$ cat config.mk
export PLATFORM = sky130hd
export DESIGN_NAME = windowed_failure_trip_counter_flat
export DESIGN_NICKNAME = d
export VERILOG_FILES = /design/src/hw/rtl/wftc_pkg.sv /design/src/hw/rtl/wftc_event_if.sv /design/src/hw/rtl/wftc_result_if.sv /design/src/hw/rtl/wftc_core.sv /design/src/hw/rtl/windowed_failure_trip_counter.sv /design/src/flat_wrapper.sv
export SDC_FILE = /design/constraint.sdc
export NUM_CORES = 1
export LEC_CHECK = 0
export BUFFER_PORTS_ARGS = -buffer_cell sky130_fd_sc_hd__buf_2
export CAP_MARGIN = 25
export CORE_ASPECT_RATIO = 0.6
export CORE_MARGIN = 3
export CORE_UTILIZATION = 62
export DETAILED_ROUTE_END_ITERATION = 7
export PLACE_DENSITY = 0.88
export SKIP_CTS_REPAIR_TIMING = 1
export SYNTH_ARGS = -nofsm -noshare
export SYNTH_HDL_FRONTEND = slang
export SYNTH_SLANG_ARGS = --single-unit
export TNS_END_PERCENT = 30
$ cat constraint.sdc
create_clock -name i_clk -period 8.2 [get_ports i_clk]
set_clock_uncertainty 0.05 [all_clocks]
set_input_delay 1.64 -clock i_clk [delete_from_list [all_inputs] [get_ports i_clk]]
set_output_delay 1.64 -clock i_clk [all_outputs]
set_load 0.05 [all_outputs]
$ cat src/hw/rtl/wftc_pkg.sv
// Shared types and constants for the windowed failure trip counter.
package wftc_pkg;

    localparam int unsigned TIME_WIDTH_DEF = 32;
    localparam int unsigned OP_W           = 2;
    localparam int unsigned NOW_W          = 32;
    localparam int unsigned COUNT_W        = 16;
    localparam int unsigned THR_W          = 16;
    localparam int unsigned WIN_W          = 32;
    localparam int unsigned CFG_IDX_W      = 1;
    localparam int unsigned CFG_DATA_W     = 32;

    localparam logic [THR_W-1:0]   RESET_THRESHOLD = THR_W'(5);
    localparam logic [WIN_W-1:0]   RESET_WINDOW    = WIN_W'(1000);
    localparam logic [COUNT_W-1:0] COUNT_MAX       = '1;

    typedef enum logic [OP_W-1:0] {
        OP_FAILURE = 2'd0,
        OP_SUCCESS = 2'd1,
        OP_CONSUME = 2'd2,
        OP_CLEAR   = 2'd3
    } t_opcode;

    typedef enum logic [CFG_IDX_W-1:0] {
        CFG_TRIP_THRESHOLD = 1'd0,
        CFG_WINDOW_TICKS   = 1'd1
    } t_cfg_index;

    typedef struct packed {
        logic [THR_W-1:0] trip_threshold;
        logic [WIN_W-1:0] window_ticks;
    } t_cfg;

    typedef struct packed {
        logic               trip_flag;
        logic [COUNT_W-1:0] failure_count;
        logic               tripped;
    } t_result;

endpackage

$ cat src/hw/rtl/wftc_event_if.sv
// Event channel: opcode and timestamp with valid/ready handshake.
interface wftc_event_if;
    logic                        valid;
    logic                        ready;
    logic [wftc_pkg::OP_W-1:0]   opcode;
    logic [wftc_pkg::NOW_W-1:0]  now_ticks;

    modport source (output valid, output opcode, output now_ticks, input ready);
    modport sink   (input valid, input opcode, input now_ticks, output ready);
endinterface

$ cat src/hw/rtl/wftc_result_if.sv
// Result channel: trip flag, failure count and sticky trip state.
interface wftc_result_if;
    logic                          valid;
    logic                          ready;
    logic                          trip_flag_out;
    logic [wftc_pkg::COUNT_W-1:0]  failure_count_out;
    logic                          tripped_out;

    modport source (output valid, output trip_flag_out, output failure_count_out,
                    output tripped_out, input ready);
    modport sink   (input valid, input trip_flag_out, input failure_count_out,
                    input tripped_out, output ready);
endinterface

$ cat src/hw/rtl/wftc_core.sv
// Tracker state and per-event update logic.
module wftc_core #(
    parameter int unsigned TIME_WIDTH = wftc_pkg::TIME_WIDTH_DEF
) (
    input  logic                        i_clk,
    input  logic                        i_rst_n,
    input  logic                        i_adv,
    input  wftc_pkg::t_opcode           i_op,
    input  logic [wftc_pkg::NOW_W-1:0]  i_now,
    input  wftc_pkg::t_cfg              i_cfg,
    output wftc_pkg::t_result           o_res
);

    localparam int unsigned CW = (TIME_WIDTH > wftc_pkg::WIN_W) ? TIME_WIDTH : wftc_pkg::WIN_W;

    logic [wftc_pkg::COUNT_W-1:0] r_count, n_count;
    logic [TIME_WIDTH-1:0]        r_win_start, n_win_start;
    logic [TIME_WIDTH-1:0]        r_last_fail, n_last_fail;
    logic                         r_tripped, n_tripped;

    logic [CW-1:0]                now_ext;
    logic [TIME_WIDTH-1:0]        now_t;
    logic [TIME_WIDTH-1:0]        diff_ws;
    logic [TIME_WIDTH-1:0]        diff_lf;
    logic                         beyond_ws;
    logic                         beyond_lf;
    logic                         fresh;
    logic [wftc_pkg::COUNT_W-1:0] cnt_base;
    logic [wftc_pkg::COUNT_W-1:0] cnt_inc;
    logic                         flag;

    assign now_ext   = CW'(i_now);
    assign now_t     = now_ext[TIME_WIDTH-1:0];
    assign diff_ws   = now_t - r_win_start;
    assign diff_lf   = now_t - r_last_fail;
    assign beyond_ws = CW'(diff_ws) > CW'(i_cfg.window_ticks);
    assign beyond_lf = CW'(diff_lf) > CW'(i_cfg.window_ticks);
    assign fresh     = (r_count == '0) || beyond_ws;
    assign cnt_base  = fresh ? '0 : r_count;
    assign cnt_inc   = (cnt_base == wftc_pkg::COUNT_MAX) ? cnt_base
                                                          : cnt_base + 1'b1;

    always_comb begin
        n_count     = r_count;
        n_win_start = r_win_start;
        n_last_fail = r_last_fail;
        n_tripped   = r_tripped;
        flag        = 1'b0;
        case (i_op)
            wftc_pkg::OP_FAILURE: begin
                n_win_start = fresh ? now_t : r_win_start;
                n_last_fail = now_t;
                n_count     = cnt_inc;
                if (cnt_inc >= i_cfg.trip_threshold) begin
                    n_tripped = 1'b1;
                    flag      = 1'b1;
                end
            end
            wftc_pkg::OP_SUCCESS: begin
                if (r_count != '0 && beyond_lf) begin
                    n_count     = '0;
                    n_win_start = '0;
                end
            end
            wftc_pkg::OP_CONSUME: begin
                if (r_tripped) begin
                    n_tripped   = 1'b0;
                    n_count     = '0;
                    n_win_start = '0;
                    flag        = 1'b1;
                end
            end
            wftc_pkg::OP_CLEAR: begin
                n_count     = '0;
                n_win_start = '0;
                n_last_fail = '0;
                n_tripped   = 1'b0;
            end
            default: begin
                n_count = r_count;
            end
        endcase
    end

    assign o_res.trip_flag     = flag;
    assign o_res.failure_count = n_count;
    assign o_res.tripped       = n_tripped;

    always_ff @(posedge i_clk) begin
        if (!i_rst_n) begin
            r_count     <= '0;
            r_win_start <= '0;
            r_last_fail <= '0;
            r_tripped   <= 1'b0;
        end else if (i_adv) begin
            r_count     <= n_count;
            r_win_start <= n_win_start;
            r_last_fail <= n_last_fail;
            r_tripped   <= n_tripped;
        end
    end

    a_clear_empties: assert property (@(posedge i_clk) disable iff (!i_rst_n)
        i_adv && i_op == wftc_pkg::OP_CLEAR |=> r_count == '0 && !r_tripped)
        else $error("clear left state behind");

    a_failure_counts: assert property (@(posedge i_clk) disable iff (!i_rst_n)
        i_adv && i_op == wftc_pkg::OP_FAILURE |=> r_count != '0)
        else $error("failure did not raise count");

    a_consume_clears: assert property (@(posedge i_clk) disable iff (!i_rst_n)
        i_adv && i_op == wftc_pkg::OP_CONSUME && r_tripped
        |=> !r_tripped && r_count == '0)
        else $error("consume did not clear trip");

    a_trip_sticky: assert property (@(posedge i_clk) disable iff (!i_rst_n)
        r_tripped && !i_adv |=> r_tripped)
        else $error("trip flag dropped without an event");

endmodule

$ cat src/hw/rtl/windowed_failure_trip_counter.sv
// Top level: event register, tracker core, result register and config registers.
//
//  channel   dir  transaction payload
//  i_event   in   opcode, now_ticks
//  o_result  out  trip_flag_out, failure_count_out, tripped_out
//  i_cfg_*   in   write enable, register index, data
//
// One event per cycle sustained while o_result is ready, as set by the core's
// state update; a result passes the input register, then the output register.
// Reset is synchronous; state clears to zero, threshold 5, window 1000 ticks.
// A stalled result holds in the output register while one more event waits in
// the input register.
module windowed_failure_trip_counter #(
    parameter int unsigned TIME_WIDTH = wftc_pkg::TIME_WIDTH_DEF
) (
    input  logic                              i_clk,
    input  logic                              i_rst_n,
    wftc_event_if.sink                        i_event,
    wftc_result_if.source                     o_result,
    input  logic                              i_cfg_we,
    input  logic [wftc_pkg::CFG_IDX_W-1:0]    i_cfg_idx,
    input  logic [wftc_pkg::CFG_DATA_W-1:0]   i_cfg_data
);

    logic                        r_in_valid;
    wftc_pkg::t_opcode           r_in_op;
    logic [wftc_pkg::NOW_W-1:0]  r_in_now;
    logic                        r_out_valid;
    wftc_pkg::t_result           r_out;
    wftc_pkg::t_cfg              r_cfg;
    wftc_pkg::t_result           core_res;
    logic                        adv;
    logic                        in_ready;

    assign adv      = r_in_valid && (!r_out_valid || o_result.ready);
    assign in_ready = !r_in_valid || adv;
    assign i_event.ready = in_ready;

    always_ff @(posedge i_clk) begin
        if (!i_rst_n) begin
            r_in_valid <= 1'b0;
        end else if (in_ready) begin
            r_in_valid <= i_event.valid;
        end
    end

    always_ff @(posedge i_clk) begin
        if (in_ready && i_event.valid) begin
            r_in_op  <= wftc_pkg::t_opcode'(i_event.opcode);
            r_in_now <= i_event.now_ticks;
        end
    end

    always_ff @(posedge i_clk) begin
        if (!i_rst_n) begin
            r_cfg.trip_threshold <= wftc_pkg::RESET_THRESHOLD;
            r_cfg.window_ticks   <= wftc_pkg::RESET_WINDOW;
        end else if (i_cfg_we) begin
            case (wftc_pkg::t_cfg_index'(i_cfg_idx))
                wftc_pkg::CFG_TRIP_THRESHOLD: begin
                    r_cfg.trip_threshold <= i_cfg_data[wftc_pkg::THR_W-1:0];
                end
                wftc_pkg::CFG_WINDOW_TICKS: begin
                    r_cfg.window_ticks <= i_cfg_data[wftc_pkg::WIN_W-1:0];
                end
                default: begin
                    r_cfg <= r_cfg;
                end
            endcase
        end
    end

    wftc_core #(
        .TIME_WIDTH (TIME_WIDTH)
    ) u_core (
        .i_clk   (i_clk),
        .i_rst_n (i_rst_n),
        .i_adv   (adv),
        .i_op    (r_in_op),
        .i_now   (r_in_now),
        .i_cfg   (r_cfg),
        .o_res   (core_res)
    );

    always_ff @(posedge i_clk) begin
        if (!i_rst_n) begin
            r_out_valid <= 1'b0;
        end else if (adv) begin
            r_out_valid <= 1'b1;
        end else if (o_result.ready) begin
            r_out_valid <= 1'b0;
        end
    end

    always_ff @(posedge i_clk) begin
        if (adv) begin
            r_out <= core_res;
        end
    end

    assign o_result.valid             = r_out_valid;
    assign o_result.trip_flag_out     = r_out.trip_flag;
    assign o_result.failure_count_out = r_out.failure_count;
    assign o_result.tripped_out       = r_out.tripped;

endmodule
$ cat src/flat_wrapper.sv
// flat-port wrapper written by rule: the top's interface ports become plain ports
module windowed_failure_trip_counter_flat 
#(
    parameter int unsigned TIME_WIDTH = wftc_pkg::TIME_WIDTH_DEF
)
  (i_clk, i_rst_n, i_cfg_we, i_cfg_idx, i_cfg_data, i_event_valid, i_event_opcode, i_event_now_ticks, i_event_ready, o_result_valid, o_result_trip_flag_out, o_result_failure_count_out, o_result_tripped_out, o_result_ready);
  wftc_event_if i_event_i ();
  wftc_result_if o_result_i ();
  input  logic i_clk;
  input  logic i_rst_n;
  input  logic i_cfg_we;
  input  logic [wftc_pkg::CFG_IDX_W-1:0] i_cfg_idx;
  input  logic [wftc_pkg::CFG_DATA_W-1:0] i_cfg_data;
  input wire logic [$bits(i_event_i.valid)-1:0] i_event_valid;
  input wire logic [$bits(i_event_i.opcode)-1:0] i_event_opcode;
  input wire logic [$bits(i_event_i.now_ticks)-1:0] i_event_now_ticks;
  output wire logic [$bits(i_event_i.ready)-1:0] i_event_ready;
  output wire logic [$bits(o_result_i.valid)-1:0] o_result_valid;
  output wire logic [$bits(o_result_i.trip_flag_out)-1:0] o_result_trip_flag_out;
  output wire logic [$bits(o_result_i.failure_count_out)-1:0] o_result_failure_count_out;
  output wire logic [$bits(o_result_i.tripped_out)-1:0] o_result_tripped_out;
  input wire logic [$bits(o_result_i.ready)-1:0] o_result_ready;
  assign i_event_i.valid = i_event_valid;
  assign i_event_i.opcode = i_event_opcode;
  assign i_event_i.now_ticks = i_event_now_ticks;
  assign i_event_ready = i_event_i.ready;
  assign o_result_valid = o_result_i.valid;
  assign o_result_trip_flag_out = o_result_i.trip_flag_out;
  assign o_result_failure_count_out = o_result_i.failure_count_out;
  assign o_result_tripped_out = o_result_i.tripped_out;
  assign o_result_i.ready = o_result_ready;
  windowed_failure_trip_counter #(.TIME_WIDTH(TIME_WIDTH)) u_core (.i_clk(i_clk), .i_rst_n(i_rst_n), .i_event(i_event_i), .o_result(o_result_i), .i_cfg_we(i_cfg_we), .i_cfg_idx(i_cfg_idx), .i_cfg_data(i_cfg_data));
endmodule
Word-level counts from Yosys, hierarchy flattened --
Cells that the tools add are included.
Word-level totals: output and inout bits 20, RAM bits 0, memory bits (read-only) 0, bits in registers 183, memories kept 0, input port bits 72, bits in latches 0
Cells by class: equality and inequality tests 7, reductions and logical operators 18, muxes and demuxes 17, divide/modulo/power cells 0, order comparisons 3, shift-type cells 0, $add $sub $neg 3, $mul 0, bitwise operators 1
Operators by type and width (count):
- $pmux 32 s4 | 1
- $mux 32 | 3
- $gt 32x32->1 | 2
- $mux 16 | 4
- $pmux 16 s4 | 1
- $pmux 32 s2 | 1
- $sub 32x32->32 | 2
- $add 16x1->16 const B | 1
- $eq 16x16->1 const B | 1
- $ge 16x16->1 | 1
- $logic_not 16->1 | 1
- $reduce_bool 16->1 | 1
- $ne 2x2->1 const B | 3
- $reduce_and 2->1 | 3
- $mux 1 | 5
- $eq 2x2->1 const B | 2
- $pmux 1 s2 | 2
- $reduce_and 4->1 | 1
- $reduce_bool 2->1 | 2
- $logic_and 1x1->1 | 3
- $logic_or 1x1->1 | 3
- $eq 2x1->1 const B | 1
- $logic_not 1->1 | 2
- $logic_not 2->1 | 1
- other kinds (2) | 2

Longest topological paths before layout --
Gate-level depths: netlist of the first run.
word-level depth 9, gate-level depth with buffers 41, depth with buffers taken out 39

Cells and area by module --
From an unflattened synthesis of the first run, not the netlist that was laid out.
Unflattened totals: cells, all modules 1521, area, all modules 12719.7 um^2
Modules (own cells, without submodules):
- wftc_core | instances 1, seq. area each 1621.6 um^2, cells each 1253, area an instance 9191.3 um^2
- windowed_failure_trip_counter | instances 1, seq. area each 2562.5 um^2, cells each 268, area an instance 3528.4 um^2

Worst setup path before layout of the first run --
Ideal clock, no wire load.
kind register -> register, start reg u_core.r_in_now[0] (netlist bit), end reg u_core.r_out, in the netlist u_core.o_result.trip_flag_out, data pin, setup time 0.281 ns, path slack 0.606 ns, data arrival time 7.263 ns, buffers on the path 1, cell stages (with the launch flop) 40, cells stage by stage edfxtp_1 > inv_1 > ha_1 > inv_1 > fa_1 > a21oi_1 > o21ai_0 > o221ai_1 > nor2_1 > a211oi_1 > o31a_1 > nand2_1 > a21o_1 > a21oi_1 > xnor2_1 > ha_1 > a21o_1 > a21o_1 > (+4 left out) > o21ai_1 > and2_1 > ha_1 > clkbuf_1 > nand4_1 > nor2_1 > nand2_1 > xnor2_1 > ha_1 > nand2b_1 > a21o_1 > a21o_1 > a21oi_1 > o21ai_0 > a21oi_1 > o21ai_0 > a2111oi_0 > o21ai_0
RTL lines:
- start, declared | line windowed_failure_trip_counter.sv:27 | logic [wftc_pkg::NOW_W-1:0] r_in_now;
- start signal, assigned | line windowed_failure_trip_counter.sv:50 | r_in_now <= i_event.now_ticks;
- end signal, assigned | line windowed_failure_trip_counter.sv:97 | r_out <= core_res;
- end, declared | line windowed_failure_trip_counter.sv:29 | wftc_pkg::t_result r_out;

==> metrics, run 1 <==
DRT Pass-1 Iters=7; area of the mapped netlist=12,400 µm²; Initial Util=64.1%; Antenna Nets Post-Route=0; Gate Count Post-Synth=1,506; critical path's slowest cell=edfxtp_1; Setup Slack @ Placement=362 ps; largest net degree at the start of global routing=65; routability cong.=1.02; Synth top area share=21.2%; fin crit share=93.5%; f_max=0.130 GHz; nets=1,792; setup TNS=0 ps; count of final hold-check violations=0; Num CTS Buffers=17; die area=21,800 µm²; Distinct cells, synth=65; leading cell type in the layout, fill and taps excluded=nand2_1; Setup crit end kind=register; leading area contributor after synthesis=dfxtp_1; WL/cell=18.4 µm; Syn Area/Cell=8.22 µm²; # port buffers=91; die width=188 µm; #FFs+latches synth=183; Leak=5.32 nW; Syn Nets=1,728; sequential area share after synthesis=33.8%; Iteration-0 DRC Markers=1,148; peak supply drop=0.000156 V; RSZ-0062 raised after global routing=false; clk_lat worst skew=450 ps; Setup Viol. Count Final=0; Worst Reg-to-Reg Cells=37; EDFF count, synth=52; Critical Path Start Type=register; clk root buf=clkbuf_16; Sink Count=183; Die Span Y=115 µm; vias in the first global route=10,600; Longest Clk Path Bufs=2; first-pass GRT wire length=53.9 mm; CTS tree=built; status=complete, no violations; Area contributors post-synth=dfxtp_1 (21%), ha_1 (15%), edfxtp_1 (13%); share of cells above drive strength 1=10.6%; Crit Path Class=register to register; PwrDens=171 nW/µm²; htree depth=4; crit-path max cell delay=520 ps; grt total ovfl=0; Rel. slew slack=33.4%; routed vias/inst=6.17; Inserted Diodes=0; leading cell types in the layout, fill and taps excluded=nand2_1 (178), a21oi_1 (168), ha_1 (148), dfxtp_1 (131), inv_1 (126); CP max FO=8; Top FF cell, synth=dfxtp_1; Final Worst Setup Slack=530 ps; Syn-to-layout area delta=10.9%; core area=19,300 µm²; maxcap violations=0; fin crit period=7670 ps; max-slew violations=0; routed wire length=34.1 mm; Synth async-reset ratio=0%; slew of the pin with the lowest slew margin=999 ps; total track usage=31.0%; Placement Cell Area=13,100 µm²; drt drc=0; Hold Crit Class=register to register; Arrival @ worst endpoint=7810 ps; num rows=39; DP HPWL=25.0 mm; WP data required=8340 ps; # IOs=92; filler instances=1,506; Via Count=11,400; Syn. warnings=0; WHS Path Cells=2; initial antenna violation count=0; Clock Pin Slew Worst Setup and Hold Paths=70 ps; Post-Layout Inst Area=13,700 µm²
-- cell usage after synthesis (6+ instances only) --
| cell type | instances |
|---|---|
| or3_1 | 11 |
| nor2b_1 | 17 |
| edfxtp_1 | 52 |
| a21o_1 | 47 |
| and3_1 | 11 |
| a21oi_1 | 168 |
| nor3_1 | 13 |
| nor2_1 | 69 |
| and2_1 | 12 |
| xnor2_1 | 42 |
| xor2_1 | 25 |
| nand3_1 | 81 |
| dfxtp_1 | 131 |
| a211oi_1 | 10 |
| nor4_1 | 6 |
| nand2_1 | 179 |
| buf_1 | 6 |
| nand3b_1 | 32 |
| clkbuf_1 | 55 |
| o21ai_0 | 95 |
| o21a_1 | 23 |
| o211ai_1 | 13 |
| nand4_1 | 21 |
| o21bai_1 | 9 |
| ha_1 | 148 |
| inv_1 | 127 |
| o31ai_1 | 14 |
| a31oi_1 | 7 |
| nand2b_1 | 15 |
-- layout make-up --
type / count / area [µm²] / area share [%]
clock buffer: 20 / 479 / 3.49
clock inverter: 12 / 100 / 0.729
timing repair buffer: 110 / 638 / 4.64
inverter: 127 / 477 / 3.47
multi-input combinational: 1131 / 7530 / 54.8
tap: 266 / 333 / 2.42
sequential: 183 / 4180 / 30.5
-- final timing paths --
check                                                    from                             to  slack (ps)
worst max-delay path                       u_core.r_in_now[1]  u_core.o_result.trip_flag_out         530
worst min register to register  u_core.u_core.r_last_fail[20]  u_core.u_core.r_last_fail[20]         400
worst max register to register             u_core.r_in_now[1]  u_core.o_result.trip_flag_out         530
worst min-delay path            u_core.u_core.r_last_fail[20]  u_core.u_core.r_last_fail[20]         400
-- critical path, delay by kind of cell, from the launching register on --
kind / cells / cell delay, ps
fa+ha+maj: 4 / 1110
compound gates: 19 / 3570
xor+xnor: 2 / 290
flops: 1 / 520
buf+inv: 3 / 430
simple gates: 9 / 1430
-- cells by family (layout without fill, tap and decap cells) --
logic type,after synthesis,count (layout),synth area share [%]
adder cells (fa/ha/maj),150,150,15.3
flip-flops,183,183,33.8
multiplexers,3,3,0.263
buffers and inverters,192,269,5.86
AND/OR/NAND/NOR,482,482,18.9
XOR/XNOR,67,67,4.74
AO/OA/AOI/OAI,429,429,21.2
-- registers in the layout, indices dropped and copies added (netlist names) --
register / count
u_core.o_result.failure_count_out: 16
u_core.o_result.trip_flag_out: 1
u_core.o_result.tripped_out: 1
u_core.o_result.valid: 1
u_core.r_cfg: 48
u_core.r_in_now: 32
u_core.r_in_op: 2
u_core.r_in_valid: 1
u_core.u_core.r_count: 16
u_core.u_core.r_last_fail: 32
u_core.u_core.r_tripped: 1
u_core.u_core.r_win_start: 32
-- power by group --
part	total, mW	switching, mW	internal (mW)
Combinational	0.533	0.324	0.210
Clock	0.821	0.387	0.434
Sequential	0.990	0.0252	0.964
Total	2.34	0.736	1.61
-- per-stage QoR --
step           cells  hold WS, ps  total power [mW]  utilization (%)
6_report        1849          403              2.34             71.1
5_1_grt         1849          426              2.44             71.1
4_1_cts         1846          403              2.33             70.6
3_5_place_dp    1814          393              1.52             67.6
3_3_place_gp    1813          388              1.50             67.5
2_1_floorplan   1506          382              1.38                -
-- metal layers --
| layer | track usage, % | vias up | routed length, µm |
|---|---|---|---|
| li1 | - | 5474 | - |
| met1 | 43.7 | 5289 | 15400 |
| met2 | 47.9 | 553 | 14400 |
| met3 | 7.44 | 88 | 3450 |
| met4 | 9.12 | 0 | 775 |
| met5 | 0 | - | 0 |
Power figures use the tool's default switching activity.
==> inputs of run 2 (changes only) <==
Settings changed: CORE_MARGIN 3 to unset, PLACE_DENSITY 0.88 to 0.94.
==> run 2 against run 1 <==
Compared with the run above: highest routed layer unchanged; worst hold slack got worse by 0.73 ps; critical endpoint unchanged; largest power group unchanged; clock power about the same; critical path depth fell by 1; largest cell class unchanged; sequential power about the same; worst setup slack improved by 34 ps; total power up 0.34%; cell count is the same; design area is 0.13% higher.
==> metrics, run 2 (synthesis gave the netlist of run 1 again) <==
Crit path buffers/inverters=1 (-2); routed wire length=34.1 mm (about the same); Tot Pwr=2.35 mW (+0.34%); max-slew violations=0 (unchanged); Antenna Nets Post-Route=0 (unchanged); Syn-to-layout area delta=11.1%; R2R Path Start=u_core.r_in_now[1]; share of cells above drive strength 1=10.8% (+0.19 points); Leak=5.31 nW (about the same); Rel. slew slack=32.6% (-0.84 points); Die Span Y=111 µm (-3.5%); Sink Count=183 (unchanged); nets=1,792 (unchanged); Top reg by flops=u_core.r_cfg; clk root buf=clkbuf_16; CTS tree=built; DP HPWL=24.7 mm (-1.2%); CP delay by family, top=compound AO/OA/AOI/OAI gates; setup TNS=0 ps (unchanged); # IOs=92 (unchanged); Worst Hold Slack=402 ps (-0.735 ps); Arrival @ worst endpoint=7780 ps (-30 ps); largest net degree at the start of global routing=85 (+31%); fin crit period=7640 ps (-33.8 ps); maxcap violations=0 (unchanged); Initial Util=64.2% (+0.16 points); leading cell type in the layout, fill and taps excluded=nand2_1; core area=19,300 µm² (-0.25%); Worst Reg-to-Reg Cells=36 (-2.7%); hold path endpoint=u_core.u_core.r_last_fail[14]; flop2flop setup slack=560 ps (+30 ps); area of the multi-input gates=7540 µm² (+0.23%); Setup crit end kind=register; Hold Crit Class=register to register; leading cell types in the layout, fill and taps excluded=nand2_1 (178), a21oi_1 (167), ha_1 (148), dfxtp_1 (131), inv_1 (126); Clock Pin Slew Worst Setup and Hold Paths=70 ps (about the same); RSZ-0062 raised after global routing=false; PwrDens=171 nW/µm² (+0.21%); WL/cell=18.4 µm (about the same); vias in the first global route=10,700 (+0.85%); status=complete, no violations; clk_lat worst skew=460 ps (about the same); crit-path max cell delay=530 ps (about the same); Final Worst Setup Slack=564 ps (+33.8 ps); grt total ovfl=0 (unchanged); total track usage=33.7% (+2.7 points); routed vias/inst=6.14 (-0.45%); CP max FO=8 (unchanged); htree depth=4 (unchanged); fin crit share=93.1% (-0.41 points); die width=184 µm (-2.1%); Inserted Diodes=0 (unchanged); Worst Min Path Start=u_core.u_core.r_last_fail[14]; peak supply drop=0.000160 V (+2.5%); WP data required=8340 ps (about the same); Via Count=11,400 (-0.45%); first-pass GRT wire length=54.6 mm (+1.2%); WHS Path Cells=2 (unchanged); critical path's slowest cell=edfxtp_1; Iteration-0 DRC Markers=1,210 (+5.4%); Setup Viol. Count Final=0 (unchanged); Reg area=4180 µm² (unchanged); routability cong.=0.971 (-4.4%); slew of the pin with the lowest slew margin=1010 ps (+12.5 ps); filler instances=1,439 (-4.4%); drt drc=0 (unchanged); Crit Path Class=register to register; Largest register FFs=48 (unchanged); # port buffers=91 (unchanged); Num CTS Buffers=17 (unchanged); worst reg2reg endpoint=u_core.o_result.trip_flag_out; count of final hold-check violations=0 (unchanged); Setup Slack @ Placement=95.6 ps (-266 ps); die area=20,600 µm² (-5.5%); Longest Clk Path Bufs=2 (unchanged); Critical Path Start Type=register; num rows=39 (unchanged); DRT Pass-1 Iters=5 (-2); f_max=0.131 GHz (+0.44%); initial antenna violation count=0 (unchanged)
-- run 2: where the power goes --
| group | switching, mW | total (mW) | internal (mW) |
|---|---|---|---|
| clock | 0.416 | 0.823 | 0.407 |
| sequential | 0.0256 | 0.990 | 0.964 |
| combinational | 0.327 | 0.539 | 0.212 |
-- run 2: worst register-to-register path: cells and delay by family (launching register included) --
family                   cells  cell delay [ps]
AND/OR/NAND/NOR             10             1650
AO/OA/AOI/OAI               19             3600
flip-flops                   1              530
adder cells (fa/ha/maj)      4             1030
buffers and inverters        1              180
XOR/XNOR                     2              350
-- run 2: final cells by class --
cell class	count	area share, %
timing repair buffer	110	4.64
clock buffer	17	3.09
clock inverter	15	1.12
tap	266	2.42
sequential	183	30.4
multi-input combinational	1131	54.8
inverter	127	3.47
-- run 2: worst max path at each step --
stage          slack, ps                             to  cells after the start               start
2_1_floorplan        610  u_core.o_result.trip_flag_out                     39  u_core.r_in_now[0]
5_1_grt               30  u_core.o_result.trip_flag_out                     37  u_core.r_in_now[0]
6_report             560  u_core.o_result.trip_flag_out                     36  u_core.r_in_now[1]
3_3_place_gp         340  u_core.o_result.trip_flag_out                     37  u_core.r_in_now[0]
3_5_place_dp         100  u_core.o_result.trip_flag_out                     37  u_core.r_in_now[0]
4_1_cts               40  u_core.o_result.trip_flag_out                     37  u_core.r_in_now[0]
-- run 2: metal layers --
| layer | part of all wire (%) | GRT usage [%] | vias to the layer above |
|---|---|---|---|
| met2 | 43 | 50.3 | 514 |
| met1 | 46 | 48.7 | 5313 |
| met5 | 0 | 0 | - |
| met4 | 1.4 | 9.28 | 0 |
| li1 | - | - | 5485 |
| met3 | 9.1 | 7.43 | 41 |
-- run 2: through the flow --
stage,cell area [µm²],util (%),std cells
after floorplan,12400,-,1506
after global placement,13000,67.6,1812
after detailed placement,13000,67.6,1812
after CTS,13600,70.6,1844
after global routing,13800,71.4,1849
final,13800,71.4,1849
